--- src/hw/rtl/bba_pkg.sv ---
// bba_pkg: shared types and constants for the buddy block allocator
// no dependencies
package bba_pkg;

  localparam int ORDER_W  = 5;
  localparam int SIZE_W   = 31;
  localparam int STATUS_W = 2;
  localparam int COUNT_W  = 6;
  localparam int OWNER_W  = 16;
  localparam int ORDER_LIMIT = 31;

  // pool order in force after reset
  localparam logic [ORDER_W-1:0] POOL_ORDER_RESET = 5'd5;

  typedef enum logic [0:0] {
    OP_QUERY = 1'b0,
    OP_ALLOC = 1'b1
  } op_t;

  typedef enum logic [STATUS_W-1:0] {
    ST_OK     = 2'd0,
    ST_NO_FIT = 2'd1,
    ST_FULL   = 2'd2
  } status_t;

  // classified command handed from front to back
  typedef struct packed {
    op_t                op;
    logic [OWNER_W-1:0] id;
    logic [ORDER_W-1:0] order;
  } cmd_t;

  typedef enum logic [3:0] {
    BK_IDLE,
    BK_QUERY,
    BK_QOUT,
    BK_SCAN_EQ,
    BK_SCAN_GT,
    BK_CHECK,
    BK_SPLIT_DEC,
    BK_SHIFT,
    BK_SPLIT_INS,
    BK_CLAIM,
    BK_RESULT
  } bk_state_t;

endpackage

--- src/hw/rtl/bba_if.sv ---
// bba_if: valid/ready channel interfaces for requests and results
// depends on bba_pkg
interface bba_req_if;
  logic                         valid;
  logic                         ready;
  logic                         op;
  logic [bba_pkg::OWNER_W-1:0]  owner_id;
  logic [bba_pkg::SIZE_W-1:0]   request_size;
  modport source (output valid, op, owner_id, request_size, input ready);
  modport sink   (input valid, op, owner_id, request_size, output ready);
endinterface

interface bba_rsp_if;
  logic                          valid;
  logic                          ready;
  logic [bba_pkg::OWNER_W-1:0]   owner;
  logic [bba_pkg::COUNT_W-1:0]   block_count;
  logic [bba_pkg::STATUS_W-1:0]  status;
  logic                          last;
  modport source (output valid, owner, block_count, status, last, input ready);
  modport sink   (input valid, owner, block_count, status, last, output ready);
endinterface

--- src/hw/rtl/buddy_block_allocator_unit.sv ---
// buddy_block_allocator_unit: top level of the buddy block allocator
// depends on bba_pkg, bba_if, bba_front and bba_back
//
// One item at a time: a query reads and reports each block in the list in
// turn; an allocate makes up to two scans through the block memory (one
// write port, one registered read port), plus for each split a decrement,
// a move per entry after the picked block, since the list tail shifts one
// place up the memory, and an insert, then a claim and the result. The
// front queue holds two commands so requests can arrive while the list is
// being worked on. No clearing pass after reset.
module buddy_block_allocator_unit #(
  parameter int MAX_BLOCKS = 32,
  parameter int OWNER_BITS = 16
) (
  input  logic                        clk,
  input  logic                        rst,
  input  logic                        cfg_we,
  input  logic [bba_pkg::ORDER_W-1:0] cfg_wdata,
  bba_req_if.sink                     req,
  bba_rsp_if.source                   rsp
);

  logic          cmd_valid;
  logic          cmd_ready;
  bba_pkg::cmd_t cmd;
  logic          busy;

  bba_front #(.OWNER_BITS(OWNER_BITS)) u_front (
    .clk, .rst, .req, .cmd_valid, .cmd_ready, .cmd
  );

  bba_back #(.MAX_BLOCKS(MAX_BLOCKS)) u_back (
    .clk, .rst, .cfg_we, .cfg_order(cfg_wdata), .cmd_valid, .cmd_ready, .cmd,
    .rsp, .busy
  );

  // a result is only shown while the back end is working on something
  a_rsp_busy: assert property (@(posedge clk) disable iff (rst)
    rsp.valid |-> busy) else $error("result without work");

  // no command is taken while a configuration write happens
  a_cfg_hold: assert property (@(posedge clk) disable iff (rst)
    cfg_we |-> !cmd_ready) else $error("command taken during config");

  // a pending result holds until taken
  a_rsp_hold: assert property (@(posedge clk) disable iff (rst)
    rsp.valid && !rsp.ready |=> rsp.valid) else $error("result dropped");

endmodule

--- src/hw/rtl/bba_front.sv ---
// bba_front: accepts requests, rounds the size to an order, queues commands
// depends on bba_pkg and bba_if
module bba_front #(
  parameter int OWNER_BITS = 16
) (
  input  logic           clk,
  input  logic           rst,
  bba_req_if.sink        req,
  output logic           cmd_valid,
  input  logic           cmd_ready,
  output bba_pkg::cmd_t  cmd
);

  localparam int QD = 2;

  bba_pkg::cmd_t q [QD];
  logic          wr_ptr;
  logic          rd_ptr;
  logic [1:0]    fill;

  logic [bba_pkg::ORDER_W-1:0] order_c;
  logic [bba_pkg::OWNER_W-1:0] id_c;
  logic [bba_pkg::OWNER_W-1:0] omask;
  logic                        push;
  logic                        pop;

  // smallest order whose power covers the size, saturating at the limit
  always_comb begin
    order_c = 5'(bba_pkg::ORDER_LIMIT);
    for (int k = bba_pkg::ORDER_LIMIT - 1; k >= 0; k--) begin
      if ((32'(1) << k) >= {1'b0, req.request_size}) order_c = 5'(k);
    end
  end

  // owner id kept in its low OWNER_BITS bits
  assign omask = (OWNER_BITS >= bba_pkg::OWNER_W) ? '1 :
                 bba_pkg::OWNER_W'((32'(1) << OWNER_BITS) - 1);
  assign id_c  = req.owner_id & omask;

  assign req.ready = (fill != 2'd2);
  assign push      = req.valid && req.ready;
  assign cmd_valid = (fill != 2'd0);
  assign pop       = cmd_valid && cmd_ready;
  assign cmd       = q[rd_ptr];

  // two-entry command queue
  always_ff @(posedge clk) begin
    if (rst) begin
      wr_ptr <= 1'b0;
      rd_ptr <= 1'b0;
      fill   <= 2'd0;
    end else begin
      if (push) wr_ptr <= ~wr_ptr;
      if (pop)  rd_ptr <= ~rd_ptr;
      fill <= fill + {1'b0, push} - {1'b0, pop};
    end
  end

  always_ff @(posedge clk) begin
    if (push) q[wr_ptr] <= '{op: bba_pkg::op_t'(req.op), id: id_c, order: order_c};
  end

endmodule

--- src/hw/rtl/bba_back.sv ---
// bba_back: block list memory and the sequencer that queries and splits it
// depends on bba_pkg and bba_if
module bba_back #(
  parameter int MAX_BLOCKS = 32
) (
  input  logic                        clk,
  input  logic                        rst,
  input  logic                        cfg_we,
  input  logic [bba_pkg::ORDER_W-1:0] cfg_order,
  input  logic                        cmd_valid,
  output logic                        cmd_ready,
  input  bba_pkg::cmd_t               cmd,
  bba_rsp_if.source                   rsp,
  output logic                        busy
);

  localparam int IW = (MAX_BLOCKS > 1) ? $clog2(MAX_BLOCKS) : 1;
  localparam int CW = $clog2(MAX_BLOCKS + 1);
  localparam int EW = bba_pkg::ORDER_W + 1 + bba_pkg::OWNER_W;

  // entry memory {order, used, owner}; epoch-free: entries past the total
  // are never used before being written
  logic [EW-1:0] mem [MAX_BLOCKS];

  bba_pkg::bk_state_t state, state_next;
  bba_pkg::cmd_t      cur;
  logic [CW-1:0]      total;
  logic [CW-1:0]      idx;
  logic [CW-1:0]      pick;
  logic [CW-1:0]      n;
  logic [bba_pkg::ORDER_W-1:0] pick_ord;
  logic [bba_pkg::ORDER_W-1:0] splits;
  logic [EW-1:0]      rd_data;
  logic               rd_pend;
  logic [bba_pkg::STATUS_W-1:0] st;

  logic [bba_pkg::ORDER_W-1:0] e_ord;
  logic                        e_used;
  logic [bba_pkg::OWNER_W-1:0] e_own;

  logic          out_valid;
  logic [bba_pkg::OWNER_W-1:0] out_owner;
  logic [bba_pkg::COUNT_W-1:0] out_count;
  logic [bba_pkg::STATUS_W-1:0] out_status;
  logic          out_last;

  logic          we;
  logic [IW-1:0] wa;
  logic [EW-1:0] wd;
  logic [IW-1:0] ra;

  assign {e_ord, e_used, e_own} = rd_data;

  assign rsp.valid       = out_valid;
  assign rsp.owner       = out_owner;
  assign rsp.block_count = out_count;
  assign rsp.status      = out_status;
  assign rsp.last        = out_last;
  assign busy            = (state != bba_pkg::BK_IDLE) || out_valid;
  assign cmd_ready       = (state == bba_pkg::BK_IDLE) && !cfg_we;

  // memory port: one write, one registered read
  always_ff @(posedge clk) begin
    if (we) mem[wa] <= wd;
    rd_data <= mem[ra];
  end

  // next state, memory control
  always_comb begin
    state_next = state;
    we = 1'b0;
    wa = '0;
    wd = '0;
    ra = idx[IW-1:0];
    unique case (state)
      bba_pkg::BK_IDLE: begin
        if (cmd_valid && cmd_ready)
          state_next = (cmd.op == bba_pkg::OP_QUERY) ? bba_pkg::BK_QUERY
                                                     : bba_pkg::BK_SCAN_EQ;
        ra = '0;
      end
      bba_pkg::BK_QUERY: if (rd_pend) state_next = bba_pkg::BK_QOUT;
      bba_pkg::BK_QOUT: begin
        if (!out_valid || rsp.ready)
          state_next = (idx + 1'b1 == total) ? bba_pkg::BK_IDLE : bba_pkg::BK_QUERY;
      end
      bba_pkg::BK_SCAN_EQ: begin
        // fetch the entry that the next cycle looks at
        ra = (idx + 1'b1 == total) ? '0 : IW'(idx + 1'b1);
        if (rd_pend) begin
          if (!e_used && e_ord == cur.order) begin
            state_next = bba_pkg::BK_CLAIM;
          end else if (idx + 1'b1 == total) begin
            state_next = bba_pkg::BK_SCAN_GT;
          end
        end
      end
      bba_pkg::BK_SCAN_GT: begin
        ra = IW'(idx + 1'b1);
        if (rd_pend) begin
          if (!e_used && e_ord > cur.order) state_next = bba_pkg::BK_CHECK;
          else if (idx + 1'b1 == total) state_next = bba_pkg::BK_RESULT;
        end
      end
      bba_pkg::BK_CHECK: begin
        if ({1'b0, total} + (CW+1)'(splits) > (CW+1)'(MAX_BLOCKS))
          state_next = bba_pkg::BK_RESULT;
        else
          state_next = bba_pkg::BK_SPLIT_DEC;
      end
      bba_pkg::BK_SPLIT_DEC: begin
        if (splits == '0) begin
          state_next = bba_pkg::BK_CLAIM;
        end else begin
          we = 1'b1;
          wa = pick[IW-1:0];
          wd = {pick_ord - 1'b1, 1'b0, {bba_pkg::OWNER_W{1'b0}}};
          ra = total[IW-1:0] - 1'b1;
          state_next = (total > pick + 1'b1) ? bba_pkg::BK_SHIFT : bba_pkg::BK_SPLIT_INS;
        end
      end
      bba_pkg::BK_SHIFT: begin
        ra = n[IW-1:0] - 1'b1;
        if (rd_pend) begin
          we = 1'b1;
          wa = n[IW-1:0];
          wd = rd_data;
          ra = n[IW-1:0] - IW'(2);
          if (n - 1'b1 == pick + 1'b1) state_next = bba_pkg::BK_SPLIT_INS;
        end
      end
      bba_pkg::BK_SPLIT_INS: begin
        we = 1'b1;
        wa = IW'(pick + 1'b1);
        wd = {pick_ord, 1'b0, {bba_pkg::OWNER_W{1'b0}}};
        state_next = bba_pkg::BK_SPLIT_DEC;
      end
      bba_pkg::BK_CLAIM: begin
        we = 1'b1;
        wa = pick[IW-1:0];
        wd = {cur.order, 1'b1, cur.id};
        state_next = bba_pkg::BK_RESULT;
      end
      bba_pkg::BK_RESULT: if (!out_valid || rsp.ready) state_next = bba_pkg::BK_IDLE;
      default: state_next = bba_pkg::BK_IDLE;
    endcase
    // reset and pool writes leave one free block at entry 0
    if (rst || cfg_we) begin
      we = 1'b1;
      wa = '0;
      wd = {rst ? bba_pkg::POOL_ORDER_RESET : cfg_order, 1'b0, {bba_pkg::OWNER_W{1'b0}}};
    end
  end

  // sequencer registers
  always_ff @(posedge clk) begin
    if (rst) begin
      state     <= bba_pkg::BK_IDLE;
      total     <= CW'(1);
      out_valid <= 1'b0;
      rd_pend   <= 1'b0;
    end else begin
      state <= state_next;
      if (out_valid && rsp.ready) out_valid <= 1'b0;
      rd_pend <= 1'b0;
      unique case (state)
        bba_pkg::BK_IDLE: begin
          cur <= cmd;
          idx <= '0;
          st  <= bba_pkg::ST_NO_FIT;
          if (cmd_valid && cmd_ready) rd_pend <= 1'b1;
        end
        bba_pkg::BK_QUERY: ;
        bba_pkg::BK_QOUT: begin
          if (!out_valid || rsp.ready) begin
            out_valid  <= 1'b1;
            out_owner  <= e_used ? e_own : '0;
            out_count  <= bba_pkg::COUNT_W'(total);
            out_status <= bba_pkg::ST_OK;
            out_last   <= (idx + 1'b1 == total);
            idx        <= idx + 1'b1;
            rd_pend    <= 1'b1;
          end
        end
        bba_pkg::BK_SCAN_EQ: begin
          if (rd_pend) begin
            pick <= idx;
            if (!(!e_used && e_ord == cur.order)) begin
              idx     <= (idx + 1'b1 == total) ? '0 : idx + 1'b1;
              rd_pend <= 1'b1;
            end
          end
        end
        bba_pkg::BK_SCAN_GT: begin
          if (rd_pend) begin
            pick     <= idx;
            pick_ord <= e_ord;
            splits   <= e_ord - cur.order;
            if (!(!e_used && e_ord > cur.order) && idx + 1'b1 != total) begin
              idx     <= idx + 1'b1;
              rd_pend <= 1'b1;
            end
          end
        end
        bba_pkg::BK_CHECK: begin
          st <= bba_pkg::ST_FULL;
          n  <= total;
        end
        bba_pkg::BK_SPLIT_DEC: begin
          if (splits != '0) begin
            pick_ord <= pick_ord - 1'b1;
            n        <= total;
            rd_pend  <= 1'b1;
          end
        end
        bba_pkg::BK_SHIFT: begin
          if (rd_pend) begin
            n       <= n - 1'b1;
            rd_pend <= 1'b1;
          end
        end
        bba_pkg::BK_SPLIT_INS: begin
          total  <= total + 1'b1;
          splits <= splits - 1'b1;
        end
        bba_pkg::BK_CLAIM: st <= bba_pkg::ST_OK;
        bba_pkg::BK_RESULT: begin
          if (!out_valid || rsp.ready) begin
            out_valid  <= 1'b1;
            out_owner  <= (st == bba_pkg::ST_OK) ? cur.id : '0;
            out_count  <= bba_pkg::COUNT_W'(total);
            out_status <= st;
            out_last   <= 1'b1;
          end
        end
        default: ;
      endcase
      if (cfg_we) total <= CW'(1);
    end
  end

endmodule

--- src/flat_wrapper.sv ---
// flat-port wrapper written by rule: the top's interface ports become plain ports
module buddy_block_allocator_unit_flat 
#(
  parameter int MAX_BLOCKS = 32,
  parameter int OWNER_BITS = 16
)
  (clk, rst, cfg_we, cfg_wdata, req_valid, req_op, req_owner_id, req_request_size, req_ready, rsp_valid, rsp_owner, rsp_block_count, rsp_status, rsp_last, rsp_ready);
  bba_req_if req_i ();
  bba_rsp_if rsp_i ();
  input  logic clk;
  input  logic rst;
  input  logic cfg_we;
  input  logic [bba_pkg::ORDER_W-1:0] cfg_wdata;
  input wire logic [$bits(req_i.valid)-1:0] req_valid;
  input wire logic [$bits(req_i.op)-1:0] req_op;
  input wire logic [$bits(req_i.owner_id)-1:0] req_owner_id;
  input wire logic [$bits(req_i.request_size)-1:0] req_request_size;
  output wire logic [$bits(req_i.ready)-1:0] req_ready;
  output wire logic [$bits(rsp_i.valid)-1:0] rsp_valid;
  output wire logic [$bits(rsp_i.owner)-1:0] rsp_owner;
  output wire logic [$bits(rsp_i.block_count)-1:0] rsp_block_count;
  output wire logic [$bits(rsp_i.status)-1:0] rsp_status;
  output wire logic [$bits(rsp_i.last)-1:0] rsp_last;
  input wire logic [$bits(rsp_i.ready)-1:0] rsp_ready;
  assign req_i.valid = req_valid;
  assign req_i.op = req_op;
  assign req_i.owner_id = req_owner_id;
  assign req_i.request_size = req_request_size;
  assign req_ready = req_i.ready;
  assign rsp_valid = rsp_i.valid;
  assign rsp_owner = rsp_i.owner;
  assign rsp_block_count = rsp_i.block_count;
  assign rsp_status = rsp_i.status;
  assign rsp_last = rsp_i.last;
  assign rsp_i.ready = rsp_ready;
  buddy_block_allocator_unit #(.MAX_BLOCKS(MAX_BLOCKS), .OWNER_BITS(OWNER_BITS)) u_core (.clk(clk), .rst(rst), .cfg_we(cfg_we), .cfg_wdata(cfg_wdata), .req(req_i), .rsp(rsp_i));
endmodule
--- config.mk ---
export PLATFORM = sky130hd
export DESIGN_NAME = buddy_block_allocator_unit_flat
export DESIGN_NICKNAME = d
export VERILOG_FILES = /design/src/hw/rtl/bba_pkg.sv /design/src/hw/rtl/bba_if.sv /design/src/hw/rtl/buddy_block_allocator_unit.sv /design/src/hw/rtl/bba_front.sv /design/src/hw/rtl/bba_back.sv /design/src/flat_wrapper.sv
export SDC_FILE = /design/constraint.sdc
export NUM_CORES = 1
export LEC_CHECK = 0
export BUFFER_PORTS_ARGS = -buffer_cell sky130_fd_sc_hd__buf_2
export CELL_PAD_IN_SITES_DETAIL_PLACEMENT = 1
export CELL_PAD_IN_SITES_GLOBAL_PLACEMENT = 1
export CORE_ASPECT_RATIO = 1.5
export CORE_MARGIN = 10
export CORE_UTILIZATION = 43
export DETAILED_ROUTE_END_ITERATION = 7
export GPL_ROUTABILITY_DRIVEN = 0
export GPL_TIMING_DRIVEN = 0
export PLACE_DENSITY_LB_ADDON = 0.1
export SLEW_MARGIN = 20
export SYNTH_ARGS = -nofsm -noshare
export SYNTH_HDL_FRONTEND = slang
export SYNTH_SLANG_ARGS = --single-unit
export TNS_END_PERCENT = 20
--- constraint.sdc ---
create_clock -name clk -period 3.22 [get_ports clk]
set_input_delay 0 -clock clk [delete_from_list [all_inputs] [get_ports clk]]
set_output_delay 0 -clock clk [all_outputs]
set_load 0.05 [all_outputs]
== Yosys cells after proc, flatten, opt, wreduce, memory -nomap -nowiden ==
Memories as Yosys holds them, arrays and structs flattened. A register that Yosys moved wholly into a read port is not among the register bits.
Index checks and enable logic that the tools add are counted.
Word-level totals
  memories kept: 2
  input port bits: 58
  RAM bits: 748
  flip-flop bits (word level): 92
  output and inout bits: 27
  logic and storage cells: 247
Memories
  u_core.u_back.mem: words 32, bits a word 22, rd ports 1, clocked after memory_dff 1, wr ports 1, line bba_back.sv:23  | logic [EW-1:0] mem [MAX_BLOCKS];
  u_core.u_front.q: words 2, bits a word 22, rd ports 1, clocked after memory_dff 1, wr ports 1, line bba_front.sv:16  | bba_pkg::cmd_t q [QD];
Cells by class
  mux-type cells: 110
  bitwise gates (word level): 3
  add/sub/neg operators: 13
  reductions and logical operators: 38
  $lt $le $gt $ge: 34
  eq/ne operators: 28
Operator list (number)
  two-way mux 5 bit: 39
  one-hot mux 22 bit (4 select lines): 1
  two-way mux 22 bit: 3
  two-way mux 16 bit: 4
  two-way mux 4 bit: 15
  two-way mux 6 bit: 8
  one-hot mux 4 bit (11 select lines): 1
  one-hot mux 16 bit (2 select lines): 1
  greater-or-equal comparator 1 x 31 -> 1 bit (first input constant): 1
  greater-or-equal comparator 10 x 31 -> 1 bit (first input constant): 1
  greater-or-equal comparator 11 x 31 -> 1 bit (first input constant): 1
  greater-or-equal comparator 12 x 31 -> 1 bit (first input constant): 1
  greater-or-equal comparator 13 x 31 -> 1 bit (first input constant): 1
  greater-or-equal comparator 14 x 31 -> 1 bit (first input constant): 1
  greater-or-equal comparator 15 x 31 -> 1 bit (first input constant): 1
  greater-or-equal comparator 16 x 31 -> 1 bit (first input constant): 1
  greater-or-equal comparator 17 x 31 -> 1 bit (first input constant): 1
  greater-or-equal comparator 18 x 31 -> 1 bit (first input constant): 1
  greater-or-equal comparator 19 x 31 -> 1 bit (first input constant): 1
  greater-or-equal comparator 2 x 31 -> 1 bit (first input constant): 1
  greater-or-equal comparator 20 x 31 -> 1 bit (first input constant): 1
  greater-or-equal comparator 21 x 31 -> 1 bit (first input constant): 1
  greater-or-equal comparator 22 x 31 -> 1 bit (first input constant): 1
  greater-or-equal comparator 23 x 31 -> 1 bit (first input constant): 1
  other kinds (65): 138

== Logic depth before layout (Yosys ltp) ==
Gate-level depths: netlist (run 1).
  depth after elaboration: 32
  depth in mapped cells: 14
  gate-level depth less buffers: 12

== By module ==
A second synthesis (run 1) with hierarchy kept.
Unflattened totals
  cell total of the unflattened synthesis: 1944
  area, all modules: 35363.9 um2
Modules (own cells, without submodules)
  bba_back: times used 1, cells an instance 1718, sequential area each 24103.1 um2, area an instance 32743.9 um2
  bba_front: times used 1, cells an instance 226, sequential area each 1421.4 um2, area an instance 2620.0 um2

== Least setup slack after synthesis (run 1) ==
No wires, ideal clock.
  path type: register to register
  start: register u_core.u_back.state[0]
  end: memory u_core.u_back.mem[0][17] (netlist bit) (data pin)
  required time: 2766 ps
  slack: -275 ps
  arrival: 3041 ps
  stages on the path, launching flop included: 9
  buffers on the path: 3
  period minus slack after synthesis: 3495 ps
  setup time: 454 ps
  path through: dfxtp_1 -> buf_2 -> nand2b_1 -> or2_2 -> clkbuf_1 -> nor2_1 -> clkbuf_1 -> a221oi_1 -> o21ai_0
On the way
  longest elaborated chain between the ends: 3
  elaborated cells between the ends (all ways): 6
  classes of those cells: eq/ne: 4; mux: 2
RTL lines
  start: declaration: line bba_back.sv:25  | bba_pkg::bk_state_t state, state_next;
  start signal: assignment: line bba_back.sv:158  | state <= bba_pkg::BK_IDLE;
  start signal: assignment: line bba_back.sv:163  | state <= state_next;
  == test 4 bit / == test 4 x 3 -> 1 bit (equally long branches): line bba_back.sv:75  | unique case (state)
  one-hot mux 22 bit (4 select lines) (*): line bba_back.sv:75
  two-way mux 22 bit (*): line bba_back.sv:148  | if (rst || cfg_we) begin
  via u_core.u_back.wd[17]: line bba_back.sv:49  | logic [EW-1:0] wd;
  end: declaration: line bba_back.sv:23
Mark *: on every way through the listed nets, which the timed path passes. The rest lies on a longest branch.

== Worst setup path in the final report (run 1) ==
  start: register u_core.u_back.state[2]
  end: register u_core.u_back.rd_data[11] (read register of u_core.u_back.mem)
On the way
  longest elaborated chain between the ends: 2
  elaborated cells between the ends (all ways): 6
  classes of those cells: eq/ne: 4; mux: 1; reduce/logical: 1
RTL lines
  == test 4 x 3 -> 1 bit, or another cell as far along: line bba_back.sv:75
  one-hot mux 5 bit (5 select lines) (*): line bba_back.sv:75
  end: declaration: line bba_back.sv:33  | logic [EW-1:0] rd_data;
Every way passes the cells marked *; elsewhere a longest branch is shown, timed or not.
A chain may end at the register's enable or synchronous reset.

==> results of run 1 <==
logic make-up after synthesis:
logic type	after synthesis	synth area share, %
simple gates	928	12.2
flops	863	70.0
compound gates	631	11.9
buf+inv	228	2.47
xor+xnor	49	1.29
mux	37	1.09
fa+ha+maj	31	1.10
sequential cells by signal, summed over array words and instances (netlist names), 2 cells and up, named ones only:
register	flops
u_core.u_back.mem	704
u_core.u_front.q	44
u_core.u_back.rd_data	22
u_core.u_back.cur	21
u_core.u_back.rsp.owner	16
u_core.u_back.idx	6
u_core.u_back.n	6
u_core.u_back.pick	6
u_core.u_back.rsp.block_count	6
u_core.u_back.total	6
u_core.u_back.pick_ord	5
u_core.u_back.splits	5
u_core.u_back.state	4
u_core.u_back.rsp.status	2
u_core.u_back.st	2
u_core.u_front.fill	2
metal layers:
metal	part of all wire [%]	track usage, %
met1	34	29.8
met2	50	49.6
met3	5.4	3.92
met4	11	26.2
met5	0.0091	0
cells in the mapped netlist (all sizes together) (29+ instances only):
cell	number
a211oi	180
edfxtp	824
inv	33
nand2	384
buf	52
nand3	104
ha	29
a22oi	42
a21oi	127
nor2	126
o21ai	46
o211ai	72
dfxtp	39
clkbuf	143
and3	185
a31oi	50
how the worst max path moves through the flow:
stage / slack [ns] / cells after the start / startpoint / to
3_3_place_gp: -3.12 / 9 / u_core.u_back.state[0] / u_core.u_back.mem[12][12]
3_5_place_dp: -2.69 / 13 / u_core.u_back.splits[1] / u_core.u_back.rd_data[11]
6_report: -0.79 / 13 / u_core.u_back.state[2] / u_core.u_back.rd_data[11]
5_1_grt: -0.76 / 15 / u_core.u_back.splits[1] / u_core.u_back.rd_data[12]
2_1_floorplan: -0.27 / 8 / u_core.u_back.state[0] / u_core.u_back.mem[15][0]
4_1_cts: -0.66 / 14 / u_core.u_back.splits[0] / u_core.u_back.rd_data[11]
per-stage QoR:
| step | setup TNS (ns) | setup slack, ns | cell area (µm²) | util (%) |
|---|---|---|---|---|
| 2_1_floorplan | -133.31 | -0.267 | 36500 | - |
| 3_3_place_gp | -3307.72 | -3.12 | 38300 | 45.6 |
| 4_1_cts | -28.60 | -0.655 | 46000 | 54.8 |
| 3_5_place_dp | -1449.78 | -2.69 | 39500 | 47.1 |
| 6_report | -16.48 | -0.789 | 47300 | 56.4 |
| 5_1_grt | -23.76 | -0.757 | 47300 | 56.4 |
power by group through the flow:
stage / registers (mW) / clock network [mW] / logic [mW]
4_1_cts: 13.2 / 10.1 / 16.9
3_5_place_dp: 13.4 / 0 / 13.3
6_report: 13.2 / 10.1 / 18.8
5_1_grt: 13.2 / 10.6 / 19.4
2_1_floorplan: 13.4 / 0 / 6.84
3_3_place_gp: 13.4 / 0 / 12.9
area by class of cell:
| type | instances | area (µm²) |
|---|---|---|
| clock inverters | 50 | 420 |
| multi-input cells | 1692 | 12400 |
| inverters | 33 | 128 |
| repair buffers | 327 | 3510 |
| fillers | 8145 | 36600 |
| plain buffers | 188 | 1610 |
| clock buffers | 104 | 2320 |
| flip-flops and latches | 863 | 25500 |
| well taps | 1122 | 1400 |
worst max-delay path: stages (launching register included):
cell	delay, ns
sky130_fd_sc_hd__dfxtp_1	0.31
sky130_fd_sc_hd__buf_4	0.20
sky130_fd_sc_hd__nand2b_1	0.23
sky130_fd_sc_hd__or3_1	0.49
sky130_fd_sc_hd__o22ai_2	0.22
sky130_fd_sc_hd__a221oi_4	0.07
sky130_fd_sc_hd__buf_4	0.16
sky130_fd_sc_hd__nand2_4	0.10
sky130_fd_sc_hd__buf_6	0.22
sky130_fd_sc_hd__clkbuf_4	0.26
sky130_fd_sc_hd__a211oi_1	0.06
sky130_fd_sc_hd__o211ai_1	0.47
sky130_fd_sc_hd__o2111ai_2	0.39
sky130_fd_sc_hd__nor4_4	0.64
what timing repair did:
| action | CTS | global route |
|---|---|---|
| gates cloned | 20 | 8 |
| hold buffers | 36 | 0 |
| endpoints found under the setup margin | 1406 | 740 |
| hold endpoints to repair | 109 | 0 |
| pin swaps | 99 | 80 |
| resized for setup | 491 | 215 |
| setup buffers | 113 | 48 |
==> impl_summary.log, run 1 <==
INFO  metric critical_path.startpoint_type = flip-flop
INFO  metric power.clock.fraction = between 20% and 30%
INFO  metric cts.path.max_buffers = 3
INFO  metric min_path_cells = 3
INFO  metric insertedDiodeCount = 0
INFO  metric pwr-share-seq = 31.4%
INFO  metric vdd_ir_drop_max = 0.488 mV
INFO  metric drt-total-wl = about 140000 µm
INFO  metric vias = 27200
INFO  metric h-tree-depth = 3
INFO  metric yosys.area.top_type = sky130_fd_sc_hd__edfxtp_1
INFO  metric finalNetCount = 3279
INFO  metric vias_per_cell = 6.20
INFO  metric cellLeakagePower = about 18 nW
INFO  metric regToRegEndpoint = u_core.u_back.rd_data[11]
INFO  metric worstHoldPathType = input pin to flip-flop
INFO  metric run_status = complete, but fails checks
INFO  metric antenna_nets_post_route = 0
INFO  metric synth.ff_latch_count = 863
INFO  metric clock_latency = 0.67 ns
INFO  metric share_comb_of_total_power = 44.7%
INFO  metric switching_share = 41.2%
INFO  metric finalWorstPathRequiredPeriod = between 4 and 5 ns
INFO  metric instances_no_fill = 4379
INFO  metric clock_pin_slew_reported_for_the_worst_setup_and_hold_paths_after_clock_tree_synthesis = 0.07 ns
INFO  metric number_of_antenna_violations_at_the_first_check_in_global_routing = 1
INFO  metric final_min_period_over_clock_period = 125%
INFO  metric core_area = 83900 µm²
INFO  metric worstPathMaxFanout = 10
INFO  metric drv_cap = 0
INFO  metric setup_ws = -0.789 ns
INFO  metric power.density = 889 nW/µm²
INFO  metric synthesis.instances = 2767
INFO  metric drt-initial-drc-count = 2538
INFO  metric failed_checks = negative setup slack
INFO  metric layout_common_cells = sky130_fd_sc_hd__edfxtp_1 (824), sky130_fd_sc_hd__nand2_1 (373), sky130_fd_sc_hd__and3_1 (171), sky130_fd_sc_hd__a211oi_1 (165), sky130_fd_sc_hd__buf_4 (117)
INFO  metric timing_worst_slew_pin_value = 0.986 ns
INFO  metric intPower = ~25 mW
INFO  metric cp.arrival = 4.49 ns
INFO  metric drive_gt1_share = 27.5%
INFO  metric tritoncts = yes
INFO  metric place.detailed.hpwl = 94500 µm
INFO  metric grt_pass1_vias = 28300
INFO  metric rrSetupSlack = -0.79 ns
INFO  metric grt_pass1_wl = 201000 µm
INFO  metric final-max-slew-violation-count = 0
INFO  metric post-layout-total-power = 42.1 mW
INFO  metric area.growth.synth_to_final = 29.7%
INFO  metric crit_type = flip-flop to flip-flop
INFO  metric synth_enable_flop_cells = 824
INFO  metric required = 3.70 ns
INFO  metric cts_root_buf = sky130_fd_sc_hd__clkbuf_16
INFO  metric die_height = 377 µm
INFO  metric placement_rows = 130
INFO  metric synth.net_count = ~2900
INFO  metric yosys.area.top_type_share = approximately two thirds
INFO  metric overflow = 0
INFO  metric worst_clock_skew = 0.0369 ns
INFO  metric cts-buffers-inserted = 85
INFO  metric first_pass_iters = 6
INFO  metric cp-end-kind = flip-flop
INFO  metric port_buffers = 84
INFO  metric floorplan.die.width = 258 µm
INFO  metric min_to = u_core.u_front.q[0][1]
INFO  metric global_route.usage.total = approximately 29%
INFO  metric p_sw = 17.3 mW
INFO  metric hold_viol = 0
INFO  metric max_slew_margin = around a third
INFO  metric count_of_yosys_warnings_during_synthesis = 0
INFO  metric synth_flop_cell = sky130_fd_sc_hd__edfxtp_1
INFO  metric worst_hold_slack = 0.0414 ns
INFO  metric grt_setup_unrepaired = true
INFO  metric synth_seq_area_share = 70.0%
INFO  metric startpoint_of_the_most_critical_register_to_register_path = u_core.u_back.state[2]
INFO  metric final_common_cell = sky130_fd_sc_hd__edfxtp_1
INFO  metric synthTopCellsByArea = sky130_fd_sc_hd__edfxtp_1 (68%), sky130_fd_sc_hd__nand2_1 (3.9%), sky130_fd_sc_hd__a211oi_1 (3.7%)
INFO  metric design.die.area = 97100 µm²
INFO  metric effective_utilization_at_floorplan = 43.5%
INFO  metric max_freq = around 250 MHz
INFO  metric syn_area = between 30000 and 40000 µm²
INFO  metric synth_cell_types = 77
INFO  metric synth_async_sr_flop_share = 0%
INFO  metric synth_area_per_cell = 13.2 µm²
INFO  metric wl_per_cell = 32.6 µm
INFO  metric drc_errors_left = 0
INFO  metric setup_viol = 176
INFO  metric design.portCount = 85
INFO  metric cts.sinks = 863
INFO  metric post-place-cells = around 4000
INFO  metric grt_max_degree = 33
INFO  metric timing.reg2reg.worst_path_depth = 13
INFO  metric hold_path_startpoint = req_request_size[5]
Power figures use the tool's default switching activity.
==> inputs of run 2 (changes only) <==
--- a/config.mk
+++ b/config.mk
@@ -10,7 +10,7 @@
 export CELL_PAD_IN_SITES_GLOBAL_PLACEMENT = 1
 export CORE_ASPECT_RATIO = 1.5
 export CORE_MARGIN = 10
-export CORE_UTILIZATION = 43
+export CORE_UTILIZATION = 47
 export DETAILED_ROUTE_END_ITERATION = 7
 export GPL_ROUTABILITY_DRIVEN = 0
 export GPL_TIMING_DRIVEN = 0
==> run 2 against run 1 <==
  * The run still ends with negative setup slack left
  * Critical path depth is 1 lower
  * Worst setup slack worse by 0.059 ns
  * Wire length is 3.0% lower
  * Worst hold slack worse by 0.010 ns
  * Combinational power is 7% lower
  * Via count is 0.99% lower
  * Fmax is 1.5% lower
  * Clock power hardly changed
  * Critical endpoint is now u_core.u_back.rd_data[10]
  * Sequential power hardly changed
  * Sequential share of layout area is 1.2 points higher
  * Highest routed layer is now met4
  * Register-to-register slack worse by 0.06 ns
  * Critical path type unchanged
==> impl_summary.log, run 2 (synthesis gave the netlist of run 1 again) <==
INFO  metric run_status = complete, but fails checks (unchanged)
INFO  metric failed_checks = negative setup slack (unchanged)
INFO  metric cts.path.max_buffers = 3 (unchanged)
INFO  metric post_dp_cell_area = 39500 µm² (about the same)
INFO  metric overflow = 0 (unchanged)
INFO  metric final_sum_of_negative_setup_slack = -96.53 ns (was -16.48 ns)
INFO  metric core_area = 77300 µm² (was 83900 µm²)
INFO  metric setup_viol = 585 (was 176)
INFO  metric grt_max_degree = 33 (unchanged)
INFO  metric floorplan.die.width = 247 µm (was 258 µm)
INFO  metric worst_clock_skew = 0.0315 ns (was 0.0369 ns)
INFO  metric post-layout-total-power = 41.0 mW (was 42.1 mW)
INFO  metric drt-initial-drc-count = 2610 (was 2538)
INFO  metric critical_path.startpoint_type = flip-flop (unchanged)
INFO  metric largest_reg_flops = 704 (unchanged)
INFO  metric power.density = 887 nW/µm² (was 889 nW/µm²)
INFO  metric number_of_antenna_violations_at_the_first_check_in_global_routing = 0 (was 1)
INFO  metric hold_viol = 0 (unchanged)
INFO  metric cts_root_buf = sky130_fd_sc_hd__clkbuf_16 (unchanged)
INFO  metric port_buffers = 84 (unchanged)
INFO  metric instances_no_fill = 4226 (was 4379)
INFO  metric cellLeakagePower = 17.2 nW (was 17.7 nW)
INFO  metric cpMostUsedCell = sky130_fd_sc_hd__and3_4 (was sky130_fd_sc_hd__buf_4)
INFO  metric area.growth.synth_to_final = 26.8% (was 29.7%)
INFO  metric first_pass_iters = 5 (was 6)
INFO  metric crit_family = simple AND/OR/NAND/NOR gates (unchanged)
INFO  metric drc_errors_left = 0 (unchanged)
INFO  metric cp-end-kind = flip-flop (unchanged)
INFO  metric worstPathMaxFanout = 10 (unchanged)
INFO  metric grt_setup_unrepaired = true (unchanged)
INFO  metric crit_buf_inv = 2 (was 4)
INFO  metric final_min_period_over_clock_period = 126% (was 125%)
INFO  metric antenna_nets_post_route = 0 (unchanged)
INFO  metric required = 3.73 ns (was 3.70 ns)
INFO  metric layout_common_cells = sky130_fd_sc_hd__edfxtp_1 (824), sky130_fd_sc_hd__nand2_1 (373), sky130_fd_sc_hd__and3_1 (170), sky130_fd_sc_hd__a211oi_1 (161), sky130_fd_sc_hd__buf_2 (111) (was sky130_fd_sc_hd__edfxtp_1 (824), sky130_fd_sc_hd__nand2_1 (373), sky130_fd_sc_hd__and3_1 (171), sky130_fd_sc_hd__a211oi_1 (165), sky130_fd_sc_hd__buf_4 (117))
INFO  metric vias = 26900 (was 27200)
INFO  metric design.portCount = 85 (unchanged)
INFO  metric cp.arrival = 4.57 ns (was 4.49 ns)
INFO  metric post-place-cells = 3907 (was 4011)
INFO  metric crit_type = flip-flop to flip-flop (unchanged)
INFO  metric wl_per_cell = 32.8 µm (was 32.6 µm)
INFO  metric grt_pass1_vias = 28500 (was 28300)
INFO  metric final_common_cell = sky130_fd_sc_hd__edfxtp_1 (unchanged)
INFO  metric max_slew_margin = 23.5% (was 34.0%)
INFO  metric die_height = 361 µm (was 377 µm)
INFO  metric rrSetupSlack = -0.85 ns (was -0.79 ns)
INFO  metric finalNetCount = 3233 (was 3279)
INFO  metric clock_latency = 0.67 ns (about the same)
INFO  metric drv_cap = 0 (unchanged)
INFO  metric cts.sinks = 863 (unchanged)
INFO  metric regMostFlops = u_core.u_back.mem (unchanged)
INFO  metric timing_worst_slew_pin_value = 1.14 ns (was 0.986 ns)
INFO  metric vdd_ir_drop_max = 0.535 mV (was 0.488 mV)
INFO  metric place.detailed.hpwl = 92700 µm (was 94500 µm)
INFO  metric final-max-slew-violation-count = 0 (unchanged)
INFO  metric tritoncts = yes (unchanged)
INFO  metric stdcell_area = 46300 µm² (was 47300 µm²)
INFO  metric placement_rows = 125 (was 130)
INFO  metric final_core_util = 59.9% (was 56.4%)
INFO  metric dp_worst_setup_slack = -2.48 ns (was -2.69 ns)
INFO  metric clock_pin_slew_reported_for_the_worst_setup_and_hold_paths_after_clock_tree_synthesis = 0.07 ns (about the same)
INFO  metric effective_utilization_at_floorplan = 47.2% (was 43.5%)
INFO  metric leading_registers_by_flop_count = u_core.u_back.mem: 704 flops, u_core.u_front.q: 44 flops, u_core.u_back.rd_data: 22 flops (unchanged)
INFO  metric drive_gt1_share = 25.8% (was 27.5%)
INFO  metric worst_hold_slack = 0.0313 ns (was 0.0414 ns)
INFO  metric worstHoldPathType = input pin to flip-flop (unchanged)
INFO  metric cp_cell_sequence = ha_4 -> xor3_1 -> nor3_2 -> and3_4 -> a211o_1 -> buf_6 -> buf_2 -> and3_4 -> a211oi_2 -> o211ai_1 -> o2111ai_4 -> nor4_4 (was buf_4 -> nand2b_1 -> or3_1 -> o22ai_2 -> a221oi_4 -> buf_4 -> nand2_4 -> buf_6 -> clkbuf_4 -> a211oi_1 -> o211ai_1 -> o2111ai_2 -> nor4_4)
INFO  metric design.die.area = 89400 µm² (was 97100 µm²)
INFO  metric cpMaxStageDelayCell = sky130_fd_sc_hd__o211ai_1 (was sky130_fd_sc_hd__nor4_4)
INFO  metric h-tree-depth = 3 (unchanged)
INFO  metric critical_path_max_stage_delay = 0.58 ns (was 0.64 ns)
INFO  metric global_route.usage.total = 30.1% (was 28.6%)
INFO  metric setup_ws = -0.848 ns (was -0.789 ns)
INFO  metric cts-buffers-inserted = 84 (was 85)
INFO  metric drt-total-wl = 139000 µm (was 143000 µm)
INFO  metric vias_per_cell = 6.36 (was 6.20)
INFO  metric finalWorstPathRequiredPeriod = 4.07 ns (was 4.01 ns)
INFO  metric max_freq = 246 MHz (was 249 MHz)
INFO  metric grt_pass1_wl = 195000 µm (was 201000 µm)
INFO  metric insertedDiodeCount = 0 (unchanged)
run 2: cell count changes in the layout (fill, tap and decap cells not counted), moves of 5 or more:
cell,before,now
sky130_fd_sc_hd__clkbuf_1,33,48
sky130_fd_sc_hd__buf_2,99,111
sky130_fd_sc_hd__a21oi_1,105,110
sky130_fd_sc_hd__clkinv_1,16,10
sky130_fd_sc_hd__bufinv_16,6,12
sky130_fd_sc_hd__buf_16,11,17
sky130_fd_sc_hd__clkbuf_16,108,95
sky130_fd_sc_hd__buf_4,117,96
sky130_fd_sc_hd__buf_6,33,25
sky130_fd_sc_hd__clkbuf_2,58,45
sky130_fd_sc_hd__buf_12,67,39
sky130_fd_sc_hd__a211oi_2,13,18
sky130_fd_sc_hd__a21oi_4,8,3
run 2: area by class of cell:
cell class | count | area [µm²]
Clock buffer | 101 | 2230
Clock inverter | 51 | 602
Fill cell | 7366 | 31000
Multi-Input combinational cell | 1693 | 12200
Tap cell | 1016 | 1270
Inverter | 33 | 128
Buffer | 189 | 1340
Sequential cell | 863 | 25500
Timing Repair Buffer | 280 | 2940
run 2: timing repair:
item / 4_1_cts / 5_1_grt
endpoints found under the setup margin: 1438 / 1148
setup buffers: 87 / 28
pin swaps: 84 / 74
hold buffers: 37 / 0
cloned: 19 / 4
gates resized for setup: 407 / 201
endpoints found under the hold margin: 94 / 0
run 2: power breakdown:
part	internal [mW]	total, mW	switching (mW)	leakage [nW]
clock	5.92	10.4	4.47	1.37
sequential	12.9	13.2	0.340	9.17
combinational	5.45	17.4	12.0	6.67
run 2: final timing paths:
kind,to,startpoint,cells after the start
hold reg to reg,u_core.u_back.pick[3],u_core.u_back.idx[3],0
hold / removal,u_core.u_front.q[0][1],req_request_size[10],3
setup reg to reg,u_core.u_back.rd_data[10],u_core.u_back.idx[1],12
setup / recovery,u_core.u_back.rd_data[10],u_core.u_back.idx[1],12
run 2: per-layer routing:
metal / up-vias / part of all wire, % / global-route usage (%) / routed length, µm
met5: - / 0 / 0 / 0
met1: 13700 / 33 / 31.2 / 46400
li1: 11400 / - / - / -
met4: 0 / 10 / 26.0 / 14500
met3: 491 / 6.0 / 4.99 / 8310
met2: 1293 / 50 / 52.1 / 69500
run 2: worst min-delay path: cells and delay by family:
family                 cells  cell delay (ns)
buffers and inverters      1             0.11
AOI/OAI and AO/OA          1             0.31
and+or+nand+nor            1             0.06
